[src/hw/rtl/uvd_pkg.sv]
// Shared types, constants and lead-byte helpers for the UTF-8 validating decoder.
// No dependencies; compiled first.
package uvd_pkg;

  // Width of a decoded scalar value
  localparam int unsigned CP_W = 21;

  // Lead and continuation byte patterns
  localparam logic [7:0] LEAD2_MASK = 8'hE0;
  localparam logic [7:0] LEAD2_PAT  = 8'hC0;
  localparam logic [7:0] LEAD3_MASK = 8'hF0;
  localparam logic [7:0] LEAD3_PAT  = 8'hE0;
  localparam logic [7:0] LEAD4_MASK = 8'hF8;
  localparam logic [7:0] LEAD4_PAT  = 8'hF0;
  localparam logic [7:0] CONT_MASK  = 8'hC0;
  localparam logic [7:0] CONT_PAT   = 8'h80;

  // Range limits on scalar values
  localparam logic [CP_W-1:0] MIN2_CP   = 21'h000080;
  localparam logic [CP_W-1:0] MIN3_CP   = 21'h000800;
  localparam logic [CP_W-1:0] MIN4_CP   = 21'h010000;
  localparam logic [CP_W-1:0] MAX_CP    = 21'h10FFFF;
  localparam logic [CP_W-1:0] SURR_LO   = 21'h00D800;
  localparam logic [CP_W-1:0] SURR_HI   = 21'h00DFFF;

  // Classification of a byte in lead position
  typedef enum logic [2:0] {
    LK_ASCII,
    LK_TWO,
    LK_THREE,
    LK_FOUR,
    LK_BAD
  } lead_kind_t;

  // One result item
  typedef struct packed {
    logic [CP_W-1:0] code_point;
    logic            is_valid;
    logic [2:0]      bytes_used;
    logic            run_last;
  } out_item_t;

  // Controller to datapath
  typedef struct packed {
    logic sel_input;  // decode the buffer with the incoming byte appended
    logic advance;    // update the buffer from the decode view
    logic consume;    // drop the decoded bytes and load the output register
  } dp_cmd_t;

  // Datapath to controller
  typedef struct packed {
    logic has_result; // the buffer front yields a result now
    logic run_last;   // that result is the final one for this byte
    logic out_free;   // output register can take a result this cycle
  } dp_status_t;

  function automatic lead_kind_t lead_kind(input logic [7:0] b);
    lead_kind_t k;
    if (!b[7]) begin
      k = LK_ASCII;
    end else if ((b & LEAD2_MASK) == LEAD2_PAT) begin
      k = LK_TWO;
    end else if ((b & LEAD3_MASK) == LEAD3_PAT) begin
      k = LK_THREE;
    end else if ((b & LEAD4_MASK) == LEAD4_PAT) begin
      k = LK_FOUR;
    end else begin
      k = LK_BAD;
    end
    return k;
  endfunction

  // Bytes a lead needs before it can be judged
  function automatic logic [2:0] seq_len(input lead_kind_t k);
    logic [2:0] n;
    unique case (k)
      LK_TWO:   n = 3'd2;
      LK_THREE: n = 3'd3;
      LK_FOUR:  n = 3'd4;
      default:  n = 3'd1;
    endcase
    return n;
  endfunction

  function automatic logic is_cont(input logic [7:0] b);
    return (b & CONT_MASK) == CONT_PAT;
  endfunction

endpackage

[src/hw/rtl/uvd_byte_if.sv]
// Byte channel into the UTF-8 decoder: valid/ready plus one stream byte.
// No dependencies.
interface uvd_byte_if;
  logic       valid;
  logic       ready;
  logic [7:0] data_byte;
  logic       end_of_input;

  modport source (output valid, data_byte, end_of_input, input ready);
  modport sink   (input valid, data_byte, end_of_input, output ready);
endinterface

[src/hw/rtl/uvd_code_if.sv]
// Result channel out of the UTF-8 decoder: valid/ready plus one decoded result.
// No dependencies.
interface uvd_code_if;
  logic        valid;
  logic        ready;
  logic [20:0] code_point;
  logic        is_valid;
  logic [2:0]  bytes_used;
  logic        run_last;

  modport source (output valid, code_point, is_valid, bytes_used, run_last, input ready);
  modport sink   (input valid, code_point, is_valid, bytes_used, run_last, output ready);
endinterface

[src/hw/rtl/uvd_datapath.sv]
// Datapath of the UTF-8 decoder: pending byte buffer, front decoder, output register.
// Depends on uvd_pkg.
module uvd_datapath (
  input  logic               clk,
  input  logic               rst,
  input  logic [7:0]         in_byte,
  input  logic               in_eoi,
  input  logic               out_ready,
  input  uvd_pkg::dp_cmd_t   cmd,
  output uvd_pkg::dp_status_t st,
  output logic               out_valid,
  output uvd_pkg::out_item_t out_item
);
  import uvd_pkg::*;

  logic [7:0] pend [0:3];
  logic [2:0] count;
  logic       eoi_q;

  logic [7:0] view [0:3];
  logic [2:0] view_count;
  logic       view_eoi;

  logic [7:0]      shifted [0:3];
  logic [2:0]      rem;
  logic            has_result;
  logic [CP_W-1:0] res_cp;
  logic            res_valid;
  logic [2:0]      res_used;
  logic            next_stop;

  // Decode view: buffer alone, or buffer with the incoming byte appended
  always_comb begin
    for (int i = 0; i < 4; i++) begin
      view[i] = (cmd.sel_input && count == 3'(i)) ? in_byte : pend[i];
    end
    view_count = cmd.sel_input ? count + 3'd1 : count;
    view_eoi   = cmd.sel_input ? in_eoi : eoi_q;
  end

  // Decode the sequence at the buffer front
  always_comb begin
    lead_kind_t      kind;
    logic [2:0]      need;
    logic            c1, c2, c3;
    logic [CP_W-1:0] v2, v3, v4;
    logic            ok2, ok3, ok4;

    kind = lead_kind(view[0]);
    need = seq_len(kind);
    c1   = is_cont(view[1]);
    c2   = is_cont(view[2]);
    c3   = is_cont(view[3]);
    v2   = CP_W'({view[0][4:0], view[1][5:0]});
    v3   = CP_W'({view[0][3:0], view[1][5:0], view[2][5:0]});
    v4   = {view[0][2:0], view[1][5:0], view[2][5:0], view[3][5:0]};
    ok2  = c1 && v2 >= MIN2_CP;
    ok3  = c1 && c2 && v3 >= MIN3_CP && !(v3 >= SURR_LO && v3 <= SURR_HI);
    ok4  = c1 && c2 && c3 && v4 >= MIN4_CP && v4 <= MAX_CP;

    // rejected lead by default: raw byte, one byte consumed
    has_result = 1'b1;
    res_cp     = CP_W'(view[0]);
    res_valid  = 1'b0;
    res_used   = 3'd1;

    if (view_count == 3'd0) begin
      has_result = 1'b0;
    end else begin
      unique case (kind)
        LK_ASCII: res_valid = 1'b1;
        LK_BAD:   res_valid = 1'b0;
        default: begin
          if (need > view_count) begin
            // incomplete: wait, or flush the lead at end of input
            has_result = view_eoi;
          end else begin
            unique case (kind)
              LK_TWO: if (ok2) begin
                res_valid = 1'b1;
                res_cp    = v2;
                res_used  = 3'd2;
              end
              LK_THREE: if (ok3) begin
                res_valid = 1'b1;
                res_cp    = v3;
                res_used  = 3'd3;
              end
              LK_FOUR: if (ok4) begin
                res_valid = 1'b1;
                res_cp    = v4;
                res_used  = 3'd4;
              end
              default: res_valid = 1'b0;
            endcase
          end
        end
      endcase
    end
  end

  // Buffer after dropping the consumed bytes
  always_comb begin
    for (int i = 0; i < 4; i++) begin
      shifted[i] = view[i];
    end
    case (res_used)
      3'd1: begin
        shifted[0] = view[1];
        shifted[1] = view[2];
        shifted[2] = view[3];
      end
      3'd2: begin
        shifted[0] = view[2];
        shifted[1] = view[3];
      end
      3'd3: shifted[0] = view[3];
      default: ;
    endcase
    rem = view_count - res_used;
  end

  // Last result for this byte: buffer empties, or the next lead must wait
  assign next_stop = (rem == 3'd0) ||
                     (!view_eoi && seq_len(lead_kind(shifted[0])) > rem);

  assign st.has_result = has_result;
  assign st.run_last   = next_stop;
  assign st.out_free   = !out_valid || out_ready;

  // Fill count
  always_ff @(posedge clk) begin
    if (rst) begin
      count <= 3'd0;
    end else if (cmd.advance) begin
      count <= cmd.consume ? rem : view_count;
    end
  end

  // Buffered bytes and end flag
  always_ff @(posedge clk) begin
    if (cmd.advance) begin
      for (int i = 0; i < 4; i++) begin
        pend[i] <= cmd.consume ? shifted[i] : view[i];
      end
      eoi_q <= view_eoi;
    end
  end

  // Output register
  always_ff @(posedge clk) begin
    if (rst) begin
      out_valid <= 1'b0;
    end else if (cmd.consume) begin
      out_valid <= 1'b1;
    end else if (out_ready) begin
      out_valid <= 1'b0;
    end
  end

  always_ff @(posedge clk) begin
    if (cmd.consume) begin
      out_item.code_point <= res_cp;
      out_item.is_valid   <= res_valid;
      out_item.bytes_used <= res_used;
      out_item.run_last   <= next_stop;
    end
  end

`ifndef ASSERT_OFF
  // at most three bytes stay pending between results
  a_count_bound: assert property (@(posedge clk) disable iff (rst)
    count <= 3'd3)
    else $error("pending byte count above three");

  // the final result at end of input leaves the buffer empty
  a_eoi_flush: assert property (@(posedge clk) disable iff (rst)
    cmd.consume && next_stop && view_eoi |=> count == 3'd0)
    else $error("bytes left pending after end of input");
`endif

endmodule

[src/hw/rtl/uvd_ctrl.sv]
// Controller of the UTF-8 decoder: accepts bytes and sequences the result drain.
// Depends on uvd_pkg.
module uvd_ctrl (
  input  logic                clk,
  input  logic                rst,
  input  logic                in_valid,
  output logic                in_ready,
  input  uvd_pkg::dp_status_t st,
  output uvd_pkg::dp_cmd_t    cmd
);
  import uvd_pkg::*;

  typedef enum logic {
    ST_ACCEPT,
    ST_DRAIN
  } state_t;

  state_t state;
  state_t state_next;
  logic   accept;

  // Commands and next state
  always_comb begin
    in_ready      = (state == ST_ACCEPT) && st.out_free;
    accept        = in_valid && in_ready;
    cmd.sel_input = (state == ST_ACCEPT);
    cmd.consume   = 1'b0;
    cmd.advance   = 1'b0;
    state_next    = state;
    unique case (state)
      ST_ACCEPT: begin
        cmd.advance = accept;
        cmd.consume = accept && st.has_result;
        if (accept && st.has_result && !st.run_last) begin
          state_next = ST_DRAIN;
        end
      end
      ST_DRAIN: begin
        cmd.consume = st.has_result && st.out_free;
        cmd.advance = cmd.consume;
        if (!st.has_result || (cmd.consume && st.run_last)) begin
          state_next = ST_ACCEPT;
        end
      end
      default: state_next = ST_ACCEPT;
    endcase
  end

  always_ff @(posedge clk) begin
    if (rst) begin
      state <= ST_ACCEPT;
    end else begin
      state <= state_next;
    end
  end

`ifndef ASSERT_OFF
  // draining only happens while the buffer front still decodes to a result
  a_drain_has_result: assert property (@(posedge clk) disable iff (rst)
    state == ST_DRAIN |-> st.has_result)
    else $error("drain state without a pending result");

  // a result never overwrites one still waiting in the output register
  a_no_overwrite: assert property (@(posedge clk) disable iff (rst)
    cmd.consume |-> st.out_free)
    else $error("result loaded into a full output register");

  // a result that is not the last one keeps the drain going
  a_drain_continues: assert property (@(posedge clk) disable iff (rst)
    cmd.consume && !st.run_last |=> state == ST_DRAIN)
    else $error("left drain before the last result");
`endif

endmodule

[src/hw/rtl/utf8_validating_decoder_core.sv]
// UTF-8 validating decoder, top level.
// Byte channel byte_stream (uvd_byte_if): one stream byte per transfer,
// end_of_input set on the final byte flushes whatever is still pending.
// Result channel code_stream (uvd_code_if): one scalar value per well-formed
// sequence; a rejected or truncated lead comes out as its raw byte with
// is_valid low and bytes_used 1, and the bytes after it are decoded afresh.
// run_last marks the final result caused by a byte; a byte that only
// extends an incomplete sequence causes no result.
// Throughput: a byte that yields several results is drained one at a time by
// the single front-of-buffer decoder, which judges one sequence per cycle
// while the output register can take a result.
// Latency: the first result sits in the output register the cycle after its
// byte transfers.
// Reset: the pending buffer is emptied and the output register is marked empty.
// Stall: the output register holds its result until taken; while it is full
// and not being taken, byte_stream.ready stays low, as it does while
// further results of the same byte are drained.
// Depends on uvd_pkg, uvd_byte_if, uvd_code_if, uvd_ctrl, uvd_datapath.
module utf8_validating_decoder_core (
  input  logic       clk,
  input  logic       rst,
  uvd_byte_if.sink   byte_stream,
  uvd_code_if.source code_stream
);
  import uvd_pkg::*;

  dp_cmd_t    cmd;
  dp_status_t st;
  out_item_t  out_item;
  logic       out_valid;
  logic       in_ready;

  uvd_ctrl u_ctrl (
    .clk      (clk),
    .rst      (rst),
    .in_valid (byte_stream.valid),
    .in_ready (in_ready),
    .st       (st),
    .cmd      (cmd)
  );

  uvd_datapath u_datapath (
    .clk       (clk),
    .rst       (rst),
    .in_byte   (byte_stream.data_byte),
    .in_eoi    (byte_stream.end_of_input),
    .out_ready (code_stream.ready),
    .cmd       (cmd),
    .st        (st),
    .out_valid (out_valid),
    .out_item  (out_item)
  );

  // Channel wiring
  assign byte_stream.ready      = in_ready;
  assign code_stream.valid      = out_valid;
  assign code_stream.code_point = out_item.code_point;
  assign code_stream.is_valid   = out_item.is_valid;
  assign code_stream.bytes_used = out_item.bytes_used;
  assign code_stream.run_last   = out_item.run_last;

endmodule
[src/flat_wrapper.sv]
// flat-port wrapper written by rule: the top's interface ports become plain ports
module utf8_validating_decoder_core_flat import uvd_pkg::*;
  (clk, rst, byte_stream_valid, byte_stream_data_byte, byte_stream_end_of_input, byte_stream_ready, code_stream_valid, code_stream_code_point, code_stream_is_valid, code_stream_bytes_used, code_stream_run_last, code_stream_ready);
  uvd_byte_if byte_stream_i ();
  uvd_code_if code_stream_i ();
  input  logic clk;
  input  logic rst;
  input wire logic [$bits(byte_stream_i.valid)-1:0] byte_stream_valid;
  input wire logic [$bits(byte_stream_i.data_byte)-1:0] byte_stream_data_byte;
  input wire logic [$bits(byte_stream_i.end_of_input)-1:0] byte_stream_end_of_input;
  output wire logic [$bits(byte_stream_i.ready)-1:0] byte_stream_ready;
  output wire logic [$bits(code_stream_i.valid)-1:0] code_stream_valid;
  output wire logic [$bits(code_stream_i.code_point)-1:0] code_stream_code_point;
  output wire logic [$bits(code_stream_i.is_valid)-1:0] code_stream_is_valid;
  output wire logic [$bits(code_stream_i.bytes_used)-1:0] code_stream_bytes_used;
  output wire logic [$bits(code_stream_i.run_last)-1:0] code_stream_run_last;
  input wire logic [$bits(code_stream_i.ready)-1:0] code_stream_ready;
  assign byte_stream_i.valid = byte_stream_valid;
  assign byte_stream_i.data_byte = byte_stream_data_byte;
  assign byte_stream_i.end_of_input = byte_stream_end_of_input;
  assign byte_stream_ready = byte_stream_i.ready;
  assign code_stream_valid = code_stream_i.valid;
  assign code_stream_code_point = code_stream_i.code_point;
  assign code_stream_is_valid = code_stream_i.is_valid;
  assign code_stream_bytes_used = code_stream_i.bytes_used;
  assign code_stream_run_last = code_stream_i.run_last;
  assign code_stream_i.ready = code_stream_ready;
  utf8_validating_decoder_core u_core (.clk(clk), .rst(rst), .byte_stream(byte_stream_i), .code_stream(code_stream_i));
endmodule
[config.mk]
export PLATFORM = sky130hd
export DESIGN_NAME = utf8_validating_decoder_core_flat
export DESIGN_NICKNAME = d
export VERILOG_FILES = /design/src/hw/rtl/uvd_pkg.sv /design/src/hw/rtl/uvd_byte_if.sv /design/src/hw/rtl/uvd_code_if.sv /design/src/hw/rtl/uvd_datapath.sv /design/src/hw/rtl/uvd_ctrl.sv /design/src/hw/rtl/utf8_validating_decoder_core.sv /design/src/flat_wrapper.sv
export SDC_FILE = /design/constraint.sdc
export NUM_CORES = 1
export LEC_CHECK = 0
export BUFFER_PORTS_ARGS = -buffer_cell sky130_fd_sc_hd__buf_2
export CAP_MARGIN = 20
export CORE_AREA = 2 2 143 131
export DETAILED_ROUTE_END_ITERATION = 10
export DIE_AREA = 0 0 145 133
export GPL_TIMING_DRIVEN = 0
export PLACE_DENSITY = 0.46
export SLEW_MARGIN = 25
export SYNTH_ARGS = -nofsm -noshare
export SYNTH_HDL_FRONTEND = slang
export SYNTH_HIERARCHICAL = 1
export SYNTH_SLANG_ARGS = --single-unit
export TNS_END_PERCENT = 30
[constraint.sdc]
create_clock -name clk -period 7.7 [get_ports clk]
set_clock_uncertainty 0.05 [all_clocks]
set_input_delay 0.77 -clock clk [delete_from_list [all_inputs] [get_ports clk]]
set_output_delay 0.77 -clock clk [all_outputs]
set_load 0.01 [all_outputs]
==> results.ini, run 1 <==
[synthesis]
ys_ff_latch = 64
synth-seq-area-share = 0.4305
yosysWarnings = 6
ys_async_sr_fraction = 0
yosysUniqueCellTypes = 67
synth_adder_area_share = 0.03914
syn-instance-count = 441
syn_nets = 467
ys.flop_type = edfxtp_1
synth_top_area_frac = 0.4075
synth.mux.area_fraction = 0.09986
synth-xor-area-share = 0.006043
synth_compound_area_frac = 0.2035
syn_area_um2 = 4348
synth_area_leaders = edfxtp_1, mux2i_1, ha_1, nor2_1, a21oi_1
synth-edff-count = 59
synth_top_family_by_area = compound AO/OA/AOI/OAI gates
synthSimpleGateAreaFrac = 0.1591
yosysTopAreaCell = edfxtp_1
syn_area_per_cell_um2 = 9.859

[clock_network]
postCtsSetupRepairBufs = 0
cts_tree = built
clk_pin_slew_ps = 50
htreeDepth = 3
clock-sinks = 64
clk_path_buf_depth = 2
cts_buffers = 9
cts_resized = 0
clock_latency_ps = 340
cts-root-buf = clkbuf_16
ctsHoldBuffers = 0

[worst_setup_path]
crit_top_cell = ha_1
timing.rr.start = u_core/u_datapath/count[0]
critPathKind = flop to flop
start_kind = flop
slowest_stage = mux2i_1
critPathArrivalTime_ps = 6190
cp_max_fo = 11
worstSetupStartpoint = u_core/u_datapath/count[0]
required_ps = 7870
crit_path_end_kind = flop
slowest_delay_ps = 470

[floorplanning]
die_w_um = 145
ioPinCount = 41
initial_core_util = 0.2424
die_area_um2 = 19290
coreArea_um2 = 17940
rows = 47
die_h_um = 133

[power_and_ir_drop]
p_sw_w = 0.001246
ir_drop_mv = 0.1084
pwr-share-comb = 0.597
p_seq_frac = 0.270
leakagePower_nw = 2.004
p_int_w = 0.001459
p_sw_frac = 0.4607
cellPowerDensity_nw_per_um2 = 528.5
p_clk_frac = 0.133
p_total_w = 0.002705

[finish]
diodes = 0
final_util = 0.2854
drive_gt1_frac = 0.1947
nets = 516
syn2layout_area_growth_pct = 17.73
stdcell_area_um2 = 5119

[routing]
vias_per_cell = 5.062
drcViolationCount = 0
routed_wl_um = 13590
firstDrtPassIters = 5
wl_per_cell_um = 18.41
drt_iter0_drc = 374
via_count = 3736
ant_nets = 0

[grt]
grt.met3_usage = 0.03069
grt-busiest-layer = met2
use_met1 = 0.1976
grt_pass1_vias = 3569
grtUsageMet2 = 0.2180
grtUsageTotal = 0.1433
grt_antenna_before_repair = 0
grt_first_pass_wirelength_um = 21220
gr-total-overflow = 0
grt_max_degree = 28

[timing]
hold_viol = 0
slew_viol_final = 0
setup_ws_ps = 1678
finalSetupTns_ps = 0
fin_crit_ps = 6022
worst_pin_slew_ps = 743.6
setup_violations = 0
fin_crit_sh = 0.7820
slew_headroom = 0.4901
rsz0062_at_grt = no
fmax_mhz = 166.1

[placed_design]
dpl_cell_area_um2 = 4867
gp_congestion = 0.9424
io_buffers = 37
dp_hpwl_um = 10320
dp_slack_ps = 1714

[worst_hold_path]
hold_start = u_core/u_datapath/count[0]
hp-class = flop to flop

[status]
status = completed

[flow_run]
drv_cap = 0

## final timing paths
kind / endpoint / slack, ps / cells past startpoint
setup / recovery: u_core/u_ctrl/state / 1680 / 26
hold / removal: u_core/u_datapath/count[0] / 510 / 2
setup reg to reg: u_core/u_ctrl/state / 1680 / 26
hold reg to reg: u_core/u_datapath/count[0] / 510 / 2
## per-stage QoR
step	hold WS (ps)	cells
6_report	514.4	738
2_1_floorplan	459.9	441
3_5_place_dp	512.2	724
5_1_grt	557.5	738
4_1_cts	514.3	738
3_3_place_gp	500.5	723
## sequential cells by signal, summed over array words and instances, names as in the netlist
signal / flops
u_core/u_datapath/count: 3
u_core/u_ctrl/state: 1
u_core/u_datapath/out_valid: 1
u_core/u_datapath/pend: 32
u_core/u_datapath/out_item: 26
u_core/u_datapath/eoi_q: 1
## per-layer routing
| layer | routed length [um] | share of wire |
|---|---|---|
| met1 | 6581 | 0.48 |
| met4 | 254 | 0.019 |
| met5 | 0 | 0 |
| met2 | 6064 | 0.45 |
| met3 | 688 | 0.051 |
## synth_stat cells, types with 4 or more instances
master,instances
o21a_1,6
inv_1,26
o221ai_1,6
a211oi_1,7
nor3_1,22
ha_1,12
nand3_1,9
mux2i_1,34
o22ai_1,15
nand2_1,23
nor2_1,40
buf_6,4
a21oi_1,26
mux2_2,6
buf_2,10
o21ai_0,24
or3_1,4
edfxtp_1,59
nand2b_1,7
o22a_1,5
clkbuf_1,11
buf_4,4
dfxtp_1,5
## power groups by stage
stage                     Combinational [W]  Clock [W]  Sequential (W)
after floorplan                     0.00110          0        0.000758
after global placement              0.00156          0        0.000739
after detailed placement            0.00159          0        0.000740
after CTS                           0.00160   0.000367        0.000733
after global routing                0.00176   0.000386        0.000750
final                               0.00161   0.000359        0.000732
## cell usage in the layout (no fill, tap or decap), drive strengths merged, types with 8 or more instances in the layout
| cell | count |
|---|---|
| a21oi | 26 |
| buf | 56 |
| clkbuf | 20 |
| edfxtp | 59 |
| ha | 12 |
| inv | 26 |
| mux2 | 8 |
| mux2i | 34 |
| nand2 | 26 |
| nand3 | 10 |
| nor2 | 40 |
| nor3 | 22 |
| o21ai | 26 |
| o22ai | 15 |
## layout make-up
cell class	instances	area, um2
well taps	245	306.5
plain buffers	29	166.4
repair buffers	38	205.2
fillers	1868	12820
flip-flops and latches	64	1872
clock inverters	5	26.28
clock buffers	9	225.2
multi-input cells	321	2215
inverters	27	102.6
## cells by family (layout without fill, tap and decap cells)
logic type	Yosys count	in the layout
mux	42	42
fa+ha+maj	13	13
compound gates	127	127
simple gates	136	136
flops	64	64
buf+inv	56	108
xor+xnor	3	3
## critical path: cells and delay by family (launching register included)
| kind | cells | cell delay, ps |
|---|---|---|
| compound gates | 8 | 1510 |
| fa+ha+maj | 5 | 1380 |
| buf+inv | 7 | 1230 |
| mux | 1 | 470 |
| flops | 1 | 450 |
| xor+xnor | 2 | 450 |
| simple gates | 3 | 350 |
(Power assumes the default switching activity.)
==> run 2: changes to the inputs <==
==> constraint.sdc (replaced) <==
create_clock -name clk -period 6.2 [get_ports clk]
set_clock_uncertainty 0.05 [all_clocks]
set_input_delay 0.62 -clock clk [delete_from_list [all_inputs] [get_ports clk]]
set_output_delay 0.62 -clock clk [all_outputs]
set_load 0.01 [all_outputs]
==> results.ini, run 2 (same netlist as run 1, synthesis figures left out) <==
[grt]
grt_antenna_before_repair = 0  ; unchanged
grtUsageTotal = 0.1433  ; unchanged
grt_max_degree = 28  ; unchanged
grt_first_pass_wirelength_um = 21220  ; unchanged
grt_pass1_vias = 3569  ; unchanged
gr-total-overflow = 0  ; unchanged

[placed_design]
io_buffers = 37  ; unchanged
place_inst = 724  ; unchanged
gp_congestion = 0.9424  ; unchanged
dp_hpwl_um = 10320  ; unchanged

[clock_network]
clock-sinks = 64  ; unchanged
ctsHoldBuffers = 0  ; unchanged
cts_buffers = 9  ; unchanged
cts_tree = built  ; unchanged
cts_resized = 0  ; unchanged
clk_path_buf_depth = 2  ; unchanged
postCtsSetupRepairBufs = 0  ; unchanged
cts-root-buf = clkbuf_16  ; unchanged
clk_pin_slew_ps = 50  ; about the same
htreeDepth = 3  ; unchanged
clock_latency_ps = 340  ; about the same

[worst_setup_path]
r2r_cells = 25  ; was 26
cp_max_fo = 11  ; unchanged
timing.rr.start = u_core/u_datapath/count[0]  ; unchanged
start_kind = flop  ; unchanged
required_ps = 6370  ; was 7870 ps
worstSetupStartpoint = u_core/u_datapath/count[0]  ; unchanged
rrSetupSlack_ps = 450  ; was 1680 ps
critPathKind = flop to flop  ; unchanged
crit_path_end_kind = flop  ; unchanged
critPathArrivalTime_ps = 5920  ; was 6190 ps

[finish]
stdcell_count = 738  ; unchanged
drive_gt1_frac = 0.1988  ; was 0.1947
fillCellCount = 1864  ; was 1868
diodes = 0  ; unchanged
final_common_cell = edfxtp_1  ; unchanged
largest_reg_flops = 32  ; unchanged
syn2layout_area_growth_pct = 18.30  ; was 17.73%
reg_top3 = u_core/u_datapath/pend: 32 flops, u_core/u_datapath/out_item: 26 flops, u_core/u_datapath/count: 3 flops  ; unchanged
top_register = u_core/u_datapath/pend  ; unchanged
final_util = 0.2868  ; was 0.2854
nets = 516  ; unchanged
most-common-layout-cells = edfxtp_1, buf_2, nor2_1  ; unchanged

[timing]
slew_viol_final = 0  ; unchanged
fin_crit_ps = 5752  ; was 6022 ps
fin_crit_sh = 0.9278  ; was 0.7820
worst_pin_slew_ps = 751.3  ; was 743.6 ps
slew_headroom = 0.4848  ; was 0.4901
finalSetupTns_ps = 0  ; unchanged
rsz0062_at_grt = no  ; unchanged
holdWs_ps = 483.9  ; was 514.4 ps
setup_violations = 0  ; unchanged
fmax_mhz = 173.8  ; was 166.1 MHz
hold_viol = 0  ; unchanged

[floorplanning]
die_h_um = 133  ; unchanged
die_w_um = 145  ; unchanged
die_area_um2 = 19290  ; unchanged
rows = 47  ; unchanged
coreArea_um2 = 17940  ; unchanged
ioPinCount = 41  ; unchanged
initial_core_util = 0.2424  ; unchanged

[power_and_ir_drop]
p_total_w = 0.003381  ; was 0.002705 W
leakagePower_nw = 2.012  ; was 2.004 nW
ir_drop_mv = 0.1340  ; was 0.1084 mV
cellPowerDensity_nw_per_um2 = 657.3  ; was 528.5 nW/um2

[worst_hold_path]
hold_start = rst  ; was u_core/u_datapath/count[0]
hp-class = input port to flop  ; was flop to flop
min_path_cells = 2  ; unchanged

[routing]
ant_nets = 0  ; unchanged
drt_iter0_drc = 386  ; was 374
routed_wl_um = 13510  ; was 13590 um
via_count = 3715  ; was 3736
firstDrtPassIters = 4  ; was 5
vias_per_cell = 5.034  ; was 5.062
wl_per_cell_um = 18.31  ; was 18.41 um
drcViolationCount = 0  ; unchanged

[flow_run]
drv_cap = 0  ; unchanged

[status]
status = completed  ; unchanged

run 2: cell types whose count changed in the layout (fill, tap and decap cells not counted), sizes merged:
cell and delta:
buf -2, clkbuf +2
run 2: metal layers:
| layer | GRT usage | up-vias | part of all wire |
|---|---|---|---|
| li1 | - | 1768 | - |
| met1 | 0.1976 | 1829 | 0.48 |
| met2 | 0.2180 | 98 | 0.44 |
| met3 | 0.03069 | 20 | 0.052 |
| met4 | 0.05941 | 0 | 0.023 |
| met5 | 0 | - | 0 |
run 2: layout make-up:
cell class / count / area [um2] / share of cell area
flip-flops and latches: 64 / 1872 / 0.3639
multi-input cells: 321 / 2235 / 0.4344
plain buffers: 29 / 171.4 / 0.03333
inverters: 27 / 102.6 / 0.01995
clock inverters: 5 / 26.28 / 0.005108
well taps: 245 / 306.5 / 0.05960
clock buffers: 9 / 225.2 / 0.04378
repair buffers: 38 / 205.2 / 0.03989
run 2: path summary, 6_finish.rpt:
check | end
worst max register to register | u_core/u_ctrl/state
worst min-delay path | u_core/u_datapath/out_valid
worst min register to register | u_core/u_datapath/count[0]
worst max-delay path | u_core/u_ctrl/state
run 2: power breakdown:
| part | switching [W] | internal (W) | total, W | leakage [nW] |
|---|---|---|---|---|
| logic | 0.00126 | 0.000760 | 0.00202 | 1.27 |
| clock network | 0.000184 | 0.000262 | 0.000446 | 0.124 |
| registers | 0.000101 | 0.000809 | 0.000911 | 0.617 |
| total | 0.00155 | 0.00183 | 0.00338 | 2.01 |
run 2: worst max-delay path, stage by stage, from the launching register on:
cell and delay [ps]:
dfxtp_1 450, inv_1 120, ha_1 230, nand3b_1 160, clkbuf_4 270, buf_2 290
nor3b_1 90, a31o_2 230, ha_1 310, a211oi_1 340, o21a_1 210, o211ai_1 100
or2_1 220, buf_4 190, clkbuf_4 220, ha_1 200, inv_1 80, fa_1 440
inv_1 100, ha_1 250, a21o_1 160, a21oi_1 130, a311oi_1 60, a31o_2 240
buf_4 130, a2111oi_1 390
run 2: metrics by stage:
step / instance area (um2) / worst slack, ps
after floorplan: 4348 / 1173
after global placement: 4840 / -300.6
after detailed placement: 4867 / 214.0
after CTS: 5119 / 160.9
after global routing: 5144 / 24.48
final: 5144 / 447.6
